## config.mk

```make
export PLATFORM = sky130hd
export DESIGN_NAME = paged_first_fit_bump_allocator
export DESIGN_NICKNAME = d
export VERILOG_FILES = /design/src/hdl/pffba_pkg.sv /design/src/hdl/pffba_cell.sv /design/src/hdl/paged_first_fit_bump_allocator.sv
export SDC_FILE = /design/constraint.sdc
export NUM_CORES = 2
export LEC_CHECK = 0
export ABC_CLOCK_PERIOD_IN_PS = 8200
export BUFFER_PORTS_ARGS = -buffer_cell sky130_fd_sc_hd__clkbuf_2
export CAP_MARGIN = 30
export CORE_AREA = 2 2 284 399
export DETAILED_ROUTE_END_ITERATION = 10
export DIE_AREA = 0 0 286 401
export HOLD_SLACK_MARGIN = 0.03
export PLACE_DENSITY = 0.7
export SLEW_MARGIN = 20
export SYNTH_ARGS = -nofsm -noshare
export SYNTH_HDL_FRONTEND = slang
export SYNTH_SLANG_ARGS = --single-unit
```

## constraint.sdc

```tcl
create_clock -name clk -period 8.2 [get_ports clk]
set_input_delay 0.41 -clock clk [delete_from_list [all_inputs] [get_ports clk]]
set_output_delay 0.41 -clock clk [all_outputs]
set_load 0.01 [all_outputs]
```

## src/hdl/pffba_pkg.sv

```systemverilog
`default_nettype none
// ----------------------------------------------------------------------------
// pffba_pkg
// Shared types and constants for the paged first-fit bump allocator.
// ----------------------------------------------------------------------------
package pffba_pkg;

  localparam int MAX_PAGES = 16;
  localparam int PAGE_W    = 4;   // width of the page_index field
  localparam int CNT_W     = 5;   // width of the page_count field
  localparam int BYTE_W    = 16;

  localparam logic [BYTE_W-1:0] CAP_RESET = 16'd4072;

  localparam logic CMD_ALLOC   = 1'b0;
  localparam logic CMD_RELEASE = 1'b1;

  localparam logic [1:0] ST_OK      = 2'd0;
  localparam logic [1:0] ST_FULL    = 2'd1;
  localparam logic [1:0] ST_TOO_BIG = 2'd2;

  localparam logic [CNT_W-1:0] PAGES_MAX = CNT_W'(MAX_PAGES);

  // request travelling down the row of page cells, newest page first
  typedef struct packed {
    logic              vld;
    logic              found;
    logic [BYTE_W-1:0] count;
    logic [PAGE_W-1:0] page;
    logic [BYTE_W-1:0] offset;
  } token_t;

endpackage
`default_nettype wire

```

## src/hdl/pffba_cell.sv

```systemverilog
`default_nettype none
// ----------------------------------------------------------------------------
// pffba_cell
// One page: holds its used byte count and grants a passing request that fits.
// ----------------------------------------------------------------------------
module pffba_cell (
  input  wire logic                            clk,
  input  wire logic                            rst_n,
  input  wire logic [pffba_pkg::PAGE_W-1:0]    cell_idx,
  input  wire logic                            cell_open,
  input  wire logic [pffba_pkg::BYTE_W-1:0]    page_capacity,
  input  wire logic                            clr,
  input  wire logic                            wr_en,
  input  wire logic [pffba_pkg::BYTE_W-1:0]    wr_data,
  input  wire pffba_pkg::token_t               tok_in,
  output pffba_pkg::token_t                    tok_out
);

  logic [pffba_pkg::BYTE_W-1:0] used_r, used_nxt;
  logic [pffba_pkg::BYTE_W-1:0] room;
  logic                         hit;
  pffba_pkg::token_t            tok_r, tok_nxt;

  // overfull page (capacity lowered) has no room
  assign room = (used_r >= page_capacity) ? '0 : (page_capacity - used_r);
  assign hit  = tok_in.vld && !tok_in.found && cell_open && (room >= tok_in.count);

  always_comb begin
    used_nxt = used_r;
    if (clr) begin
      used_nxt = '0;
    end else if (wr_en) begin
      used_nxt = wr_data;
    end else if (hit) begin
      used_nxt = used_r + tok_in.count;
    end
  end

  always_comb begin
    tok_nxt = tok_in;
    if (hit) begin
      tok_nxt.found  = 1'b1;
      tok_nxt.page   = cell_idx;
      tok_nxt.offset = used_r;
    end
  end

  always_ff @(posedge clk) begin
    used_r <= used_nxt;
  end

  always_ff @(posedge clk) begin
    if (!rst_n) begin
      tok_r.vld <= 1'b0;
    end else begin
      tok_r.vld <= tok_nxt.vld;
    end
    tok_r.found  <= tok_nxt.found;
    tok_r.count  <= tok_nxt.count;
    tok_r.page   <= tok_nxt.page;
    tok_r.offset <= tok_nxt.offset;
  end

  assign tok_out = tok_r;

endmodule
`default_nettype wire

```

## src/hdl/paged_first_fit_bump_allocator.sv

```systemverilog
`default_nettype none
// ----------------------------------------------------------------------------
// paged_first_fit_bump_allocator
// Arena allocator over a row of page cells; first fit from the newest page.
// ----------------------------------------------------------------------------
// Flow: an allocate word walks the row of 16 page cells, one cell a cycle,
//   then waits in a hold register; release-all and oversized requests go
//   straight to it. From there each result moves to the output register.
// Throughput: one word at a time; the next word is taken the cycle after the
//   result has moved to the output register.
// Reset: synchronous, active low; no pages open, capacity 4072.
// ----------------------------------------------------------------------------
module paged_first_fit_bump_allocator (
  input  wire logic                          clk,
  input  wire logic                          rst_n,
  input  wire logic                          in_valid,
  output logic                               in_ready,
  input  wire logic                          in_command,
  input  wire logic [pffba_pkg::BYTE_W-1:0]  in_byte_count,
  output logic                               out_valid,
  input  wire logic                          out_ready,
  output logic [1:0]                         out_status,
  output logic [pffba_pkg::PAGE_W-1:0]       out_page_index,
  output logic [pffba_pkg::BYTE_W-1:0]       out_offset,
  output logic                               out_opened_page,
  output logic [pffba_pkg::CNT_W-1:0]        out_page_count,
  input  wire logic                          cfg_valid,
  output logic                               cfg_ready,
  input  wire logic [pffba_pkg::BYTE_W-1:0]  cfg_data
);

  logic [pffba_pkg::BYTE_W-1:0] cap_r;
  logic [pffba_pkg::CNT_W-1:0]  open_r, open_nxt;
  logic                         busy_r;

  logic                         hold_v_r, hold_rel_r, hold_big_r, hold_found_r;
  logic [pffba_pkg::PAGE_W-1:0] hold_page_r;
  logic [pffba_pkg::BYTE_W-1:0] hold_off_r, hold_cnt_r;

  logic                         out_valid_r, out_opened_r;
  logic [1:0]                   out_status_r;
  logic [pffba_pkg::PAGE_W-1:0] out_page_r;
  logic [pffba_pkg::BYTE_W-1:0] out_off_r;
  logic [pffba_pkg::CNT_W-1:0]  out_cnt_r;

  logic                         accept, is_rel, is_big, move, open_new;
  logic [1:0]                   status_nxt;
  logic [pffba_pkg::PAGE_W-1:0] page_nxt;
  logic [pffba_pkg::BYTE_W-1:0] off_nxt;
  logic                         opened_nxt;

  pffba_pkg::token_t            inj;
  pffba_pkg::token_t            tok [pffba_pkg::MAX_PAGES];

  assign in_ready  = !busy_r;
  assign cfg_ready = 1'b1;
  assign accept    = in_valid && in_ready;
  assign is_rel    = accept && (in_command == pffba_pkg::CMD_RELEASE);
  assign is_big    = accept && (in_command == pffba_pkg::CMD_ALLOC) &&
                     (in_byte_count > cap_r);

  always_comb begin
    inj        = '0;
    inj.vld    = accept && !is_rel && !is_big;
    inj.count  = in_byte_count;
  end

  assign move = hold_v_r && (!out_valid_r || out_ready);

  // finishing a word: grant, open a fresh page, or report
  always_comb begin
    status_nxt = pffba_pkg::ST_OK;
    page_nxt   = '0;
    off_nxt    = '0;
    opened_nxt = 1'b0;
    open_new   = 1'b0;
    open_nxt   = open_r;
    if (hold_rel_r) begin
      status_nxt = pffba_pkg::ST_OK;
    end else if (hold_big_r) begin
      status_nxt = pffba_pkg::ST_TOO_BIG;
    end else if (hold_found_r) begin
      page_nxt = hold_page_r;
      off_nxt  = hold_off_r;
    end else if (open_r == pffba_pkg::PAGES_MAX) begin
      status_nxt = pffba_pkg::ST_FULL;
    end else begin
      open_new   = move;
      page_nxt   = open_r[pffba_pkg::PAGE_W-1:0];
      opened_nxt = 1'b1;
      open_nxt   = open_r + 1'b1;
    end
  end

  genvar g;
  generate
    for (g = 0; g < pffba_pkg::MAX_PAGES; g++) begin : g_cell
      pffba_pkg::token_t cin;
      if (g == pffba_pkg::MAX_PAGES - 1) begin : g_head
        assign cin = inj;
      end else begin : g_link
        assign cin = tok[g+1];
      end
      pffba_cell u_cell (
        .clk           (clk),
        .rst_n         (rst_n),
        .cell_idx      (pffba_pkg::PAGE_W'(g)),
        .cell_open     (pffba_pkg::CNT_W'(g) < open_r),
        .page_capacity (cap_r),
        .clr           (is_rel),
        .wr_en         (open_new && (open_r[pffba_pkg::PAGE_W-1:0] == pffba_pkg::PAGE_W'(g))),
        .wr_data       (hold_cnt_r),
        .tok_in        (cin),
        .tok_out       (tok[g])
      );
    end
  endgenerate

  always_ff @(posedge clk) begin
    if (!rst_n) begin
      cap_r       <= pffba_pkg::CAP_RESET;
      open_r      <= '0;
      busy_r      <= 1'b0;
      hold_v_r    <= 1'b0;
      out_valid_r <= 1'b0;
    end else begin
      if (cfg_valid && cfg_ready) begin
        cap_r <= cfg_data;
      end
      if (accept) begin
        busy_r <= 1'b1;
      end else if (move) begin
        busy_r <= 1'b0;
      end
      if (is_rel || is_big || tok[0].vld) begin
        hold_v_r <= 1'b1;
      end else if (move) begin
        hold_v_r <= 1'b0;
      end
      if (move) begin
        out_valid_r <= 1'b1;
        open_r      <= open_nxt;
      end else if (out_ready) begin
        out_valid_r <= 1'b0;
      end
    end
  end

  always_ff @(posedge clk) begin
    if (is_rel || is_big) begin
      hold_rel_r   <= is_rel;
      hold_big_r   <= is_big;
      hold_found_r <= 1'b0;
    end else if (tok[0].vld) begin
      hold_rel_r   <= 1'b0;
      hold_big_r   <= 1'b0;
      hold_found_r <= tok[0].found;
      hold_page_r  <= tok[0].page;
      hold_off_r   <= tok[0].offset;
      hold_cnt_r   <= tok[0].count;
    end
    if (move) begin
      out_status_r <= status_nxt;
      out_page_r   <= page_nxt;
      out_off_r    <= off_nxt;
      out_opened_r <= opened_nxt;
      out_cnt_r    <= open_nxt;
    end
  end

  assign out_valid       = out_valid_r;
  assign out_status      = out_status_r;
  assign out_page_index  = out_page_r;
  assign out_offset      = out_off_r;
  assign out_opened_page = out_opened_r;
  assign out_page_count  = out_cnt_r;

endmodule
`default_nettype wire

```

---- Yosys cells after proc, flatten, opt, wreduce, memory -nomap -nowiden ----
Cells that the tools add are included.
operators by class
  order comparisons ....................... 49
  add/subtract/negate cells ............... 33
  bitwise operators ....................... 3
  reduce and logical (&&, ||, !) cells .... 117
  div/mod/pow operators ................... 0
  muxes and demuxes ....................... 87
  multiply operators ...................... 0
  shifts and indexed selects .............. 0
  eq/ne operators ......................... 16
operators with widths
  cell                                                                          count
  16-bit 2-to-1 mux                                                             63
  16-bit greater-or-equal comparator                                            32
  16-bit adder                                                                  16
  16-bit subtractor                                                             16
  1-bit logical AND                                                             70
  4-bit by 5-bit less-than comparator with 1-bit output (first input constant)  8
  2-bit nonzero test                                                            20
  4-bit == test (second input constant)                                         8
  3-bit by 5-bit less-than comparator with 1-bit output (first input constant)  4
  20-bit 2-to-1 mux                                                             1
  5-bit 2-to-1 mux                                                              4
  1-bit logical NOT                                                             19
  4-bit by 3-bit == test with 1-bit output (second input constant)              4
  16-bit > comparator                                                           1
  1-bit 2-to-1 mux                                                              16
  1-bit by 5-bit less-than comparator with 1-bit output (first input constant)  2
  2-bit by 5-bit less-than comparator with 1-bit output (first input constant)  2
  4-bit by 2-bit == test with 1-bit output (second input constant)              2
  4-bit 2-to-1 mux                                                              2
  3-bit OR reduction                                                            2
  5-bit by 1-bit adder with 5-bit output (second input constant)                1
  5-bit == test (second input constant)                                         1
  4-bit by 1-bit == test with 1-bit output (second input constant)              1
  4-bit logical NOT                                                             1
  other kinds (5)                                                               9
word-level totals
  output and inout bits ................... 31
  input port bits ......................... 38
  register bits ........................... 955
  RAM bits ................................ 0
  memories ................................ 0
  ROM bits ................................ 0
  latch bits .............................. 0

---- Logic depth before layout (Yosys ltp) ----
  depth in word-level cells ............... 10
  depth in mapped cells ................... 27
  depth with buffers taken out ............ 23

---- By module ----
From an unflattened synthesis, not the netlist that was laid out.
unflattened totals
  cells, all modules ...................... 7399
  area total of the unflattened synthesis .. 64918.5 µm²
modules (own cells, without submodules)
  module                              instances  cells an instance  area an instance (µm²)  seq. area each (µm²)
  pffba_cell (g_cell[11].u_cell ...)  6          444                3918.8                  1081.0
  pffba_cell (g_cell[5].u_cell ...)   5          437                3797.4                  1081.0
  pffba_cell (g_cell[0].u_cell ...)   5          444                3694.8                  1081.0
  paged_first_fit_bump_allocator      1          330                3945.0                  2482.4

---- Worst setup path before layout ----
No wires, ideal clock.
  path type ............................... reg-to-reg
  start ................................... register cap_r[1] (netlist name)
  end ..................................... register g_cell[1].u_cell.tok_r, in the netlist g_cell[1].u_cell.tok_out[0]
  cell stages (with the launch flop) ...... 18
  arrival time ............................ 5.840 ns
  required time ........................... 8.079 ns
  path buffers ............................ 1
  setup slack ............................. 2.240 ns
  path through ............................ dfxtp_1 -> ha_1 -> a21o_1 -> a21o_1 -> a21o_1 -> a31o_1 -> a41o_1 -> o41a_4 -> or4b_4 -> a311oi_2 -> ha_1 -> and3_1 -> a221o_1 -> nand2_1 -> inv_1 -> o31ai_2 -> buf_2 -> mux2_2
RTL lines
  item                    line                                   text
  start, declared         paged_first_fit_bump_allocator.sv:32   logic [pffba_pkg::BYTE_W-1:0] cap_r;
  start signal, assigned  paged_first_fit_bump_allocator.sv:121  cap_r <= pffba_pkg::CAP_RESET;
  start signal, assigned  paged_first_fit_bump_allocator.sv:128  cap_r <= cfg_data;
  end, declared           pffba_cell.sv:22                       pffba_pkg::token_t tok_r, tok_nxt;

---- Worst setup path in the final report ----
  start ................................... register cap_r[0] (netlist name)
  end ..................................... register g_cell[0].u_cell.used_r[1] (netlist name)
on the way
  word-level cells in the longest chain between the ends .. 5
RTL lines
  item                                                                            line              text
  16-bit subtractor / 16-bit greater-or-equal comparator (equally long branches)  pffba_cell.sv:25  assign room = (used_r >= page_capacity) ? '0 : (page_capacity - used_r);
  16-bit 2-to-1 mux *                                                             pffba_cell.sv:25
  16-bit greater-or-equal comparator *                                            pffba_cell.sv:26  assign hit = tok_in.vld && !tok_in.found && cell_open && (room >= tok_in.count);
  1-bit logical AND *                                                             pffba_cell.sv:26
  2-bit nonzero test (no source line) *                                           n/a
  end signal, assigned                                                            pffba_cell.sv:49  used_r <= used_nxt;
  end, declared                                                                   pffba_cell.sv:19  logic [pffba_pkg::BYTE_W-1:0] used_r, used_nxt;
Every way passes the cells marked *; elsewhere a longest branch is shown, timed or not.
A chain may end at the register's enable or synchronous reset.

==> flow_summary.ini <==
[status]
status = completed

[pwr]
p_total_mw = 11.6
power.switching_mw = 3.45
clockPowerShare = 0.388
power.density_mw_per_mm2 = 177
pwr-share-comb = 0.192
p_leak_nw = 29.2
peakVddDrop_mv = 0.163
p_sw_frac = 0.296
p_int_mw = 8.18
seqPwrFrac = 0.421

[floorplanning]
dieHeight_um = 401
die_w_um = 286
ios = 69
rows = 145
core_mm2 = 0.111
dieArea_mm2 = 0.115
start_util = 0.538

[synth]
synth_enable_flop_cells = 66
ys.flop_type = dfxtp_1
yosys_register_bits = 940
avgSynthCellArea_um2 = 8.57
netlist_instances = 6966
syn_area_mm2 = 0.0597
ys_seq_area_frac = 0.326
async_reset_ff_frac = 0
netlist-cell-type-count = 89
ys.warnings.count = 0
syn_nets = 7809

[global_route]
grt_pass1_wl_mm = 291
grt.total_usage = 0.331
grt_start_max_net_pins = 154
grt.overflow.total = 0
grt_pass1_vias = 50000
grt_antenna_before_repair = 7

[layout]
fillers = 9857
final_common_cell = dfxtp_1
final_cell_mix = 859 x dfxtp_1, 773 x ha_1, 661 x inv_1, 547 x nor2_1, 540 x o21ai_0
syn_to_final_growth_pct = 10.0
drive_gt1_frac = 0.0766
final_util = 0.591
nNetsFinal = 7880

[sta]
period_needed_ns = 6.85
fin_hold_ws_ns = 0.0754
setup_viol = 0
slew_headroom = 0.308
finalHoldViolCount = 0
fin_tns_setup_ns = 0
worst_slew_pin_slew_ns = 1.04
clock_skew_ns = 0.0278
slew_violations = 0
layout_setup_ws_ns = 1.35
rsz0062_at_grt = no
fmax_ghz = 0.146
min_period_over_period = 0.836

[detailed_routing]
first_iter_violations = 4424
ant_nets = 0
dr.pass1.iters = 7
routedWlPerCell_um = 22.6
wl_mm = 194
routed_via_density = 6.02
drc = 0
vias = 51700

[placement]
io_buffers = 67
place_ws_ns = 1.47
post-dp-hpwl_mm = 145
gp_congestion = 0.959

[clock_network]
cts_buffers = 93
cts.sinks = 940
clk_latency_ns = 0.72
htreeDepth = 3
root_buffer = clkbuf_16
clock_path_buffers = 3
cts.clk_slew.worst_paths_ns = 0.07
postCtsSetupBuffers = 0
cts_tree = built

[setup_path]
max_stage_delay_ns = 0.70
start_kind = register
arrival_ns = 7.47
path_buf_inv = 4
worst_path_most_repeated_cell = a21oi_1
critPathMaxFanout = 20
crit_type = register to register
required_ns = 8.82
cp_cell_sequence = inv_1 > buf_4 > ha_1 > inv_1 > fa_1 > a21o_1 > a21oi_1 > o221ai_1 > nand2_1 > a21oi_1 > or3b_2 > a311oi_1 > or3_1 > nor3_1 > ha_1 > nand4_1 > a211oi_1 > a21oi_1 > o21ai_0 > o211a_1 > buf_4 > mux2_2 > o22ai_1
crit_family = compound AO/OA/AOI/OAI gates
critPathSlowestCell = o211a_1
critPathCaptureType = register

[worst_hold_path]
min_path_type = input pin to register

[job]
drv_cap = 0
==> through the flow <==
step                      instances  area, um^2
after floorplan                6966       59700
after global placement         8363       61800
after detailed placement       8373       62000
after CTS                      8573       65500
after global routing           8584       65600
final                          8593       65700
==> synthesized netlist by cell type (all sizes together), types with 137 or more instances <==
cell / number / area share
dfxtp: 874 / 0.29
ha: 773 / 0.16
inv: 662 / 0.042
nor2: 550 / 0.035
o21ai: 545 / 0.046
a21oi: 512 / 0.043
nand2: 396 / 0.025
xnor2: 218 / 0.032
a21o: 206 / 0.026
clkbuf: 192 / 0.012
nor3: 175 / 0.015
mux2i: 149 / 0.025
xor2: 145 / 0.021
a211oi: 137 / 0.017
==> flip-flops by register name, summed over array words and instances (netlist names) <==
| name | cells |
|---|---|
| hold_cnt_r | 16 |
| out_opened_page | 1 |
| hold_v_r | 1 |
| hold_rel_r | 1 |
| busy_r | 1 |
| hold_big_r | 1 |
| out_status | 2 |
| out_offset | 16 |
| g_cell.u_cell.used_r | 256 |
| out_valid | 1 |
| hold_found_r | 1 |
| cap_r | 16 |
| open_r | 5 |
| hold_off_r | 16 |
| g_cell.u_cell.tok_out | 593 |
| out_page_count | 5 |
| hold_page_r | 4 |
| out_page_index | 4 |
==> power groups by stage <==
stage | registers (mW) | clock network [mW] | logic, mW
after global routing | 4.89 | 4.72 | 2.50
after global placement | 4.99 | 0 | 2.12
final | 4.89 | 4.51 | 2.23
after floorplan | 4.89 | 0 | 1.63
after detailed placement | 4.99 | 0 | 2.18
after CTS | 4.88 | 4.56 | 2.20
==> final cells by class <==
type,instances,area (um^2),share of cell area
clock buffer,122,2640,0.0402
clock inverter,50,568,0.00865
inverter,664,2490,0.0380
tap,1470,1840,0.0280
timing repair buffer,192,1580,0.0240
antenna,9,22.5,0.000343
multi-input combinational,5146,37000,0.564
sequential,940,19500,0.297
==> layer usage <==
metal  GRT usage  vias up  share of wire
met4       0.232        6          0.076
li1            -    24800              -
met3      0.0499      626          0.069
met5           0        -        0.00020
met1       0.390    24400           0.39
met2       0.551     1902           0.46
==> logic make-up after synthesis <==
group,after synthesis,synth area share
compound gates,1875,0.196
simple gates,1840,0.150
flops,940,0.326
buf+inv,880,0.0557
fa+ha+maj,805,0.173
xor+xnor,363,0.0533
mux,262,0.0463
other cells,1,0.0000628
==> worst paths after layout <==
check,to,slack (ns),cells past startpoint,startpoint
min,g_cell[15].u_cell.tok_out[20],0.08,1,in_byte_count[0]
min reg2reg,g_cell[14].u_cell.tok_out[16],0.35,0,g_cell[15].u_cell.tok_out[18]
max reg2reg,g_cell[0].u_cell.used_r[1],1.35,23,cap_r[0]
max,g_cell[0].u_cell.used_r[1],1.35,23,cap_r[0]
==> what timing repair did <==
action                    CTS  global route
resized for setup           0             0
hold endpoints to repair   28             0
hold buffers               28             0
(Power assumes the default switching activity.)
